`src/hdl/sks_pkg.sv`:
```
`default_nettype none

package sks_pkg;

    // Width of the error, noise and measurement registers
    localparam int ERR_BITS = 32;

    // Configuration port
    localparam int ADDR_BITS = 4;
    localparam int REG_IDX_BITS = 2;

    localparam logic [REG_IDX_BITS-1:0] REG_MEAS_ERR  = 2'd0;
    localparam logic [REG_IDX_BITS-1:0] REG_INIT_ERR  = 2'd1;
    localparam logic [REG_IDX_BITS-1:0] REG_PROC_NOISE = 2'd2;

    // Sequencer states
    typedef enum logic [2:0] {
        S_IDLE,
        S_DIV,
        S_MUL_STEP,
        S_STEP,
        S_ERR,
        S_NOISE,
        S_DONE
    } t_state;

endpackage

`default_nettype wire

```
`src/hdl/scalar_kalman_smoother.sv`:
```
`default_nettype none

// A sample is accepted only while idle; the next one is taken after the result is loaded.
// Each sample passes through the bit-serial gain divider
// followed by three passes through one shared multiplier.
// Reset (synchronous, active low): estimate 0, error and registers to their reset values,
// no result pending.
module scalar_kalman_smoother
    import sks_pkg::*;
#(
    parameter int SAMPLE_BITS   = 10,
    parameter int FRACTION_BITS = 16
) (
    input  wire logic                            i_clk,
    input  wire logic                            i_rst_n,
    // Sample input
    input  wire logic                            i_in_valid,
    output logic                                 o_in_ready,
    input  wire logic [SAMPLE_BITS-1:0]          i_sample,
    // Result output
    output logic                                 o_out_valid,
    input  wire logic                            i_out_ready,
    output logic [SAMPLE_BITS+FRACTION_BITS-1:0] o_estimate_fixed,
    output logic [SAMPLE_BITS-1:0]               o_estimate_whole,
    // Configuration port
    input  wire logic                            psel,
    input  wire logic                            penable,
    input  wire logic                            pwrite,
    input  wire logic [ADDR_BITS-1:0]            paddr,
    input  wire logic [ERR_BITS-1:0]             pwdata,
    output logic [ERR_BITS-1:0]                  prdata,
    output logic                                 pready
);

    localparam int F        = FRACTION_BITS;
    localparam int EST_BITS = SAMPLE_BITS + FRACTION_BITS;
    localparam int AW       = (EST_BITS > ERR_BITS) ? EST_BITS : ERR_BITS;
    localparam int PW       = AW + ERR_BITS;
    localparam int GW       = FRACTION_BITS + 1;

    localparam logic [ERR_BITS-1:0] RST_MEAS  = ERR_BITS'(64'd10 << FRACTION_BITS);
    localparam logic [ERR_BITS-1:0] RST_INIT  = ERR_BITS'(64'd1 << FRACTION_BITS);
    localparam logic [ERR_BITS-1:0] RST_NOISE =
        ERR_BITS'(((64'd5 << FRACTION_BITS) + 64'd50) / 64'd100);
    localparam logic [GW-1:0]       GAIN_ONE  = {1'b1, {FRACTION_BITS{1'b0}}};

    t_state r_state, n_state;

    logic [ERR_BITS-1:0] r_meas, r_init, r_noise;
    logic [EST_BITS-1:0] r_estimate;
    logic [ERR_BITS-1:0] r_error;
    logic                r_up;
    logic                r_div_zero;
    logic [EST_BITS-1:0] r_mag;
    logic [GW-1:0]       r_gain;
    logic [EST_BITS-1:0] r_step;
    logic [ERR_BITS-1:0] r_err_part;
    logic [PW-1:0]       r_prod;
    logic                r_out_valid;
    logic [EST_BITS-1:0] r_out_fixed;

    logic                in_ready;
    logic                div_start;
    logic                out_load;
    logic                accept;
    logic                cfg_write;
    logic [REG_IDX_BITS-1:0] cfg_idx;
    logic [EST_BITS-1:0] target;
    logic                up;
    logic [ERR_BITS:0]   divisor;
    logic                div_done;
    logic [GW-1:0]       div_quo;
    logic [AW-1:0]       mul_a;
    logic [ERR_BITS-1:0] mul_b;
    logic [ERR_BITS-1:0] noise_term;
    logic [ERR_BITS:0]   err_sum;

    assign cfg_idx   = paddr[ADDR_BITS-1:ADDR_BITS-REG_IDX_BITS];
    assign cfg_write = psel && penable && pwrite && pready;
    assign pready    = 1'b1;

    // Register readback
    always_comb begin
        unique case (cfg_idx)
            REG_MEAS_ERR:   prdata = r_meas;
            REG_INIT_ERR:   prdata = r_init;
            REG_PROC_NOISE: prdata = r_noise;
            default:        prdata = '0;
        endcase
    end

    // Next state
    always_comb begin
        n_state = r_state;
        unique case (r_state)
            S_IDLE:     if (i_in_valid) n_state = S_DIV;
            S_DIV:      if (div_done) n_state = S_MUL_STEP;
            S_MUL_STEP: n_state = S_STEP;
            S_STEP:     n_state = S_ERR;
            S_ERR:      n_state = S_NOISE;
            S_NOISE:    n_state = S_DONE;
            S_DONE:     if (!r_out_valid || i_out_ready) n_state = S_IDLE;
            default:    n_state = S_IDLE;
        endcase
    end

    // Sequencer outputs
    always_comb begin
        in_ready = 1'b0;
        out_load = 1'b0;
        unique case (r_state)
            S_IDLE:  in_ready = 1'b1;
            S_DONE:  out_load = !r_out_valid || i_out_ready;
            default: begin
                in_ready = 1'b0;
                out_load = 1'b0;
            end
        endcase
    end

    assign o_in_ready = in_ready;
    assign accept     = i_in_valid && in_ready;
    assign div_start  = accept;

    // Sample offset from the current estimate
    always_comb begin
        target  = {i_sample, {F{1'b0}}};
        up      = target >= r_estimate;
        divisor = {1'b0, r_error} + {1'b0, r_meas};
    end

    sks_divider #(
        .FRAC_BITS (FRACTION_BITS)
    ) u_div (
        .i_clk      (i_clk),
        .i_rst_n    (i_rst_n),
        .i_start    (div_start),
        .i_dividend (r_error),
        .i_divisor  (divisor),
        .o_done     (div_done),
        .o_quotient (div_quo)
    );

    // Shared multiplier operand select
    always_comb begin
        unique case (r_state)
            S_MUL_STEP: begin
                mul_a = AW'(r_mag);
                mul_b = ERR_BITS'(r_gain);
            end
            S_STEP: begin
                mul_a = AW'(r_error);
                mul_b = ERR_BITS'(GAIN_ONE - r_gain);
            end
            S_ERR: begin
                mul_a = AW'(r_step);
                mul_b = r_noise;
            end
            default: begin
                mul_a = '0;
                mul_b = '0;
            end
        endcase
    end

    // Saturate the noise term and form the error sum
    always_comb begin
        noise_term = (|r_prod[PW-1:F+ERR_BITS]) ? '1 : r_prod[F +: ERR_BITS];
        err_sum    = {1'b0, r_err_part} + {1'b0, noise_term};
    end

    // Sequencer state
    always_ff @(posedge i_clk) begin
        if (!i_rst_n) begin
            r_state <= S_IDLE;
        end else begin
            r_state <= n_state;
        end
    end

    // Working registers
    always_ff @(posedge i_clk) begin
        r_prod <= mul_a * mul_b;
        if (accept) begin
            r_up       <= up;
            r_mag      <= up ? (target - r_estimate) : (r_estimate - target);
            r_div_zero <= (divisor == '0);
        end
        if (r_state == S_DIV && div_done) begin
            r_gain <= r_div_zero ? '0 : div_quo;
        end
        if (r_state == S_STEP) begin
            r_step <= r_prod[F +: EST_BITS];
        end
        if (r_state == S_ERR) begin
            r_err_part <= r_prod[F +: ERR_BITS];
        end
        if (out_load) begin
            r_out_fixed <= r_estimate;
        end
    end

    // Filter state and configuration; register writes must arrive only while idle (not enforced here)
    always_ff @(posedge i_clk) begin
        if (!i_rst_n) begin
            r_meas      <= RST_MEAS;
            r_init      <= RST_INIT;
            r_noise     <= RST_NOISE;
            r_estimate  <= '0;
            r_error     <= RST_INIT;
            r_out_valid <= 1'b0;
        end else begin
            // Move estimate toward the sample
            if (r_state == S_ERR) begin
                r_estimate <= r_up ? (r_estimate + r_step) : (r_estimate - r_step);
            end
            // Commit the new error, saturated
            if (r_state == S_NOISE) begin
                r_error <= err_sum[ERR_BITS] ? '1 : err_sum[ERR_BITS-1:0];
            end
            // Hold the result until taken
            if (out_load) begin
                r_out_valid <= 1'b1;
            end else if (i_out_ready) begin
                r_out_valid <= 1'b0;
            end
            // Register writes
            if (cfg_write) begin
                unique case (cfg_idx)
                    REG_MEAS_ERR:   r_meas <= pwdata;
                    REG_INIT_ERR: begin
                        r_init  <= pwdata;
                        r_error <= pwdata;
                    end
                    REG_PROC_NOISE: r_noise <= pwdata;
                    default:        r_meas <= r_meas;
                endcase
            end
        end
    end

    assign o_out_valid      = r_out_valid;
    assign o_estimate_fixed = r_out_fixed;
    assign o_estimate_whole = r_out_fixed[EST_BITS-1:F];

endmodule

`default_nettype wire

```
`src/hdl/sks_divider.sv`:
```
`default_nettype none

// Restoring divider, one quotient bit per cycle.
// Quotient = floor(dividend * 2^FRAC_BITS / divisor), valid when dividend <= divisor.
module sks_divider
    import sks_pkg::*;
#(
    parameter int FRAC_BITS = 16
) (
    input  wire logic                  i_clk,
    input  wire logic                  i_rst_n,
    input  wire logic                  i_start,
    input  wire logic [ERR_BITS-1:0]   i_dividend,
    input  wire logic [ERR_BITS:0]     i_divisor,
    output logic                       o_done,
    output logic [FRAC_BITS:0]         o_quotient
);

    localparam int CW = $clog2(FRAC_BITS + 2);
    localparam logic [CW-1:0] LAST = CW'(FRAC_BITS);

    logic                  r_busy;
    logic [CW-1:0]         r_cnt;
    logic [ERR_BITS+1:0]   r_rem;
    logic [ERR_BITS:0]     r_div;
    logic [FRAC_BITS-1:0]  r_quo;

    logic                  ge;
    logic [ERR_BITS+1:0]   trial;

    // Compare and conditionally subtract
    always_comb begin
        ge    = r_rem >= {1'b0, r_div};
        trial = ge ? (r_rem - {1'b0, r_div}) : r_rem;
    end

    assign o_done     = r_busy && (r_cnt == LAST);
    assign o_quotient = {r_quo, ge};

    // Control: run FRAC_BITS+1 steps after start
    always_ff @(posedge i_clk) begin
        if (!i_rst_n) begin
            r_busy <= 1'b0;
            r_cnt  <= '0;
        end else if (i_start) begin
            r_busy <= 1'b1;
            r_cnt  <= '0;
        end else if (r_busy) begin
            r_cnt <= r_cnt + 1'b1;
            if (r_cnt == LAST) begin
                r_busy <= 1'b0;
            end
        end
    end

    // Datapath: shift in one quotient bit, bring down a zero
    always_ff @(posedge i_clk) begin
        if (i_start) begin
            r_rem <= {2'b00, i_dividend};
            r_div <= i_divisor;
            r_quo <= '0;
        end else if (r_busy) begin
            r_quo <= {r_quo[FRAC_BITS-2:0], ge};
            r_rem <= {trial[ERR_BITS:0], 1'b0};
        end
    end

endmodule

`default_nettype wire
```
`config.mk`:
```
export PLATFORM = sky130hd
export DESIGN_NAME = scalar_kalman_smoother
export DESIGN_NICKNAME = d
export VERILOG_FILES = /design/src/hdl/sks_pkg.sv /design/src/hdl/scalar_kalman_smoother.sv /design/src/hdl/sks_divider.sv
export SDC_FILE = /design/constraint.sdc
export NUM_CORES = 2
export LEC_CHECK = 0
export BUFFER_PORTS_ARGS = -buffer_cell sky130_fd_sc_hd__buf_2
export CORE_MARGIN = 2
export CORE_UTILIZATION = 50
export CTS_BUF_LIST = sky130_fd_sc_hd__clkbuf_8 sky130_fd_sc_hd__clkbuf_16
export DETAILED_ROUTE_END_ITERATION = 10
export PLACE_DENSITY = 0.7
export SETUP_SLACK_MARGIN = 0.05
export SLEW_MARGIN = 10
export SYNTH_ARGS = -nofsm -noshare
export SYNTH_HDL_FRONTEND = slang
export SYNTH_SLANG_ARGS = --single-unit
```
`constraint.sdc`:
```
create_clock -name i_clk -period 30.6 [get_ports i_clk]
set_input_delay 4.59 -clock i_clk [delete_from_list [all_inputs] [get_ports i_clk]]
set_output_delay 4.59 -clock i_clk [all_outputs]
set_load 0.03 [all_outputs]
```
==> results.ini <==
[detailed_routing]
first_pass_iters=8
viasPerCell=5.77
dr_total_vias=45100
drt-total-wl_um=173000
route.detailed.drc=0
wire_per_inst_um=22.2
postRouteAntennaNets=0
drt_iter0_drc=3958

[floorplan]
num_rows=122
dieWidth_um=339
die_area_um2=115000
die_y_um=339
start_util_pct=50.5
ios=124
core_um2=111000

[critical_path]
cp_max_fo=65
cp-end-kind=flip-flop
r2r-end=r_prod[63]
cp.depth=33
crit_required_ns=31.06
reg2reg_from=r_state[2]
critPathMaxStageDelay_ns=0.98
critical_path_class=reg2reg
slowest_stage=o311ai_1
worstPathBufferInverterCount=8
critPathMostFrequentCell=fa_1
rr_worst_depth=33
worst_ep_arrival_time_ns=12.61
crit_path_end=r_prod[63]
reg2reg_slack_ns=18.45
start_kind=flip-flop
critPathLaunch=r_state[2]
path_delay_family=adder cells

[synth]
synth_warnings=0
synth_edf_count=194
syn_area_um2=56100
ys_ff_latch=424
seq_area_frac_synth_pct=18.6
synthMuxAreaShare_pct=1.59
yosysTopAreaCellShare_pct=32.1
synth_area_leaders=fa_1 32%, edfxtp_1 10%, ha_1 9.0%
synth_compound_area_share_pct=11.5
synthDistinctLibCells=86
avgSynthCellArea_um2=8.89
synth_top_family_by_area=adder cells
synthArstFlopShare_pct=0
syn-num-nets=7667
synth_cells=6309
synth-main-ff-cell=dfxtp_1
synth_xor_xnor_area_share_pct=3.17
yosys.area.top_type=fa_1
synthSimpleGateAreaFrac_pct=14.5
synth-adder-area-share_pct=41.2

[clock_tree]
clk_latency_ns=0.61
cts_buffer_depth=3
hold_buffers=0
cts_inserted_buffers=45
clkTransAtPathRegs_ns=0.06
cts_resized=0
cts_setup_buffers=0
root_buffer=clkbuf_16
cts_tree=built
clock-sinks=424
htree_num_levels=2

[timing]
hold_viol_final=0
clock.fmax_mhz=82.3
hold_slack_ns=0.428
finalSetupTns_ns=0
fin_crit_ns=12.15
slew_headroom_pct=17.0
post-route-period-util_pct=39.7
tightest_slew_ns=1.24
clock_skew_ns=0.0411
drv_slew=0
setup-violations-final=0
rsz0062_at_grt=false

[flow_run]
cap_violations=0

[cells_and_area]
syn2layout_area_growth_pct=6.97
n_antenna_cell=0
drive_above_1_share_pct=6.63
fin_nets=7645

[global_route]
grt_pass1_vias=45100
antenna_found_initial=4
grtUsageTotal_pct=30.1
grt_pass1_wl_um=266000
grt_max_degree=82
gr-total-overflow=0

[placed_design]
io_buffers=120
dp_hpwl_um=134000
gp_congestion=0.994

[power]
leakage_nw=28.7
power_density_nw_per_um2=24.0
ir_worst_vdd_mv=0.0417

[run_status]
run_status=complete, no violations

[hold_path]
min_path_type=reg2reg

## stage by stage
stage          setup WS, ns  util (%)  instances  cell area (um2)  power (mW)
6_report              18.45      54.1       7811            60000        1.44
5_1_grt               18.26      54.1       7811            60000        1.50
4_1_cts               18.84      54.1       7811            60000        1.44
3_5_place_dp          18.93      52.7       7728            58400       0.878
3_3_place_gp          19.03      52.7       7728            58400       0.874
2_1_floorplan         19.83         -       6309            56100       0.823
## state kept, by name (all words and copies together) (netlist names), 26 cells and up
signal            cells
r_meas               32
r_step               26
r_error              32
r_noise              32
u_div.r_rem          34
r_prod               48
o_estimate_fixed     26
r_init               32
u_div.r_div          33
r_estimate           26
r_mag                26
r_err_part           32
## worst min-delay path by stage
stage / endpoint / depth (start not counted) / slack [ns] / startpoint
5_1_grt: r_err_part[30] / 0 / 0.44 / r_prod[46]
6_report: r_err_part[26] / 0 / 0.43 / r_prod[42]
3_3_place_gp: r_err_part[28] / 0 / 0.41 / r_prod[44]
4_1_cts: r_err_part[26] / 0 / 0.43 / r_prod[42]
3_5_place_dp: r_err_part[26] / 0 / 0.41 / r_prod[42]
2_1_floorplan: r_err_part[26] / 0 / 0.40 / r_prod[42]
## placed cells by master, fill, tap and decap left out, types with 17 or more instances in the layout
| cell type | Yosys | layout |
|---|---|---|
| a211oi_1 | 25 | 25 |
| a21boi_0 | 128 | 128 |
| a21o_1 | 125 | 125 |
| a21oi_1 | 270 | 261 |
| a31oi_1 | 22 | 22 |
| and2_1 | 53 | 53 |
| and3_1 | 29 | 29 |
| buf_2 | 7 | 119 |
| buf_4 | 15 | 125 |
| clkbuf_16 | 0 | 48 |
| dfxtp_1 | 230 | 229 |
| edfxtp_1 | 194 | 194 |
| fa_1 | 900 | 900 |
| ha_1 | 405 | 405 |
| inv_1 | 1083 | 1093 |
| mux2i_1 | 87 | 87 |
| nand2_1 | 896 | 894 |
| nand2b_1 | 32 | 31 |
| nand3_1 | 41 | 41 |
| nand4_1 | 28 | 28 |
| nor2_1 | 634 | 634 |
| nor2b_1 | 48 | 47 |
| nor3_1 | 40 | 39 |
| o21a_1 | 44 | 44 |
| o21ai_0 | 145 | 136 |
| o21ai_1 | 20 | 17 |
| o21bai_1 | 27 | 27 |
| o221ai_1 | 31 | 31 |
| or2_2 | 39 | 39 |
| xnor2_1 | 122 | 122 |
| xor2_1 | 81 | 81 |
## cell usage after synthesis (16+ instances only)
cell and number:
a211oi_1 25, a21boi_0 128, a21o_1 125, a21oi_1 270
a31oi_1 22, and2_1 53, and3_1 29, clkbuf_1 277
dfxtp_1 230, edfxtp_1 194, fa_1 900, ha_1 405
inv_1 1083, mux2i_1 87, nand2_1 896, nand2b_1 32
nand3_1 41, nand4_1 28, nor2_1 634, nor2b_1 48
nor3_1 40, o21a_1 44, o21ai_0 145, o21ai_1 20
o21bai_1 27, o221ai_1 31, o22ai_1 16, or2_2 39
xnor2_1 122, xor2_1 81
## cell families after synthesis
group | count (synthesis)
flops | 424
fa+ha+maj | 1305
mux | 89
compound gates | 978
xor+xnor | 203
buf+inv | 1396
other cells | 1
simple gates | 1913
## layout make-up
cell class                      count  area [um2]
Timing Repair Buffer              244        1530
Tap cell                         1488        1860
Clock inverter                     24         201
Multi-Input combinational cell   4489       40500
Clock buffer                       59        1350
Inverter                         1083        4070
Fill cell                       10200       51000
Sequential cell                   424       10400
## power by group
part	switching [mW]	internal [mW]	total, mW
Combinational	0.143	0.0951	0.238
Sequential	0.0145	0.617	0.631
Clock	0.242	0.329	0.572
Total	0.400	1.04	1.44
## metal layers
layer / vias up / routed length (um) / track usage, %
li1: 19900 / - / -
met1: 22500 / 67500 / 39.7
met2: 2175 / 79700 / 48.8
met3: 466 / 16800 / 5.19
met4: 0 / 9210 / 13.4
met5: - / 0 / 0
(Power assumes the default switching activity.)
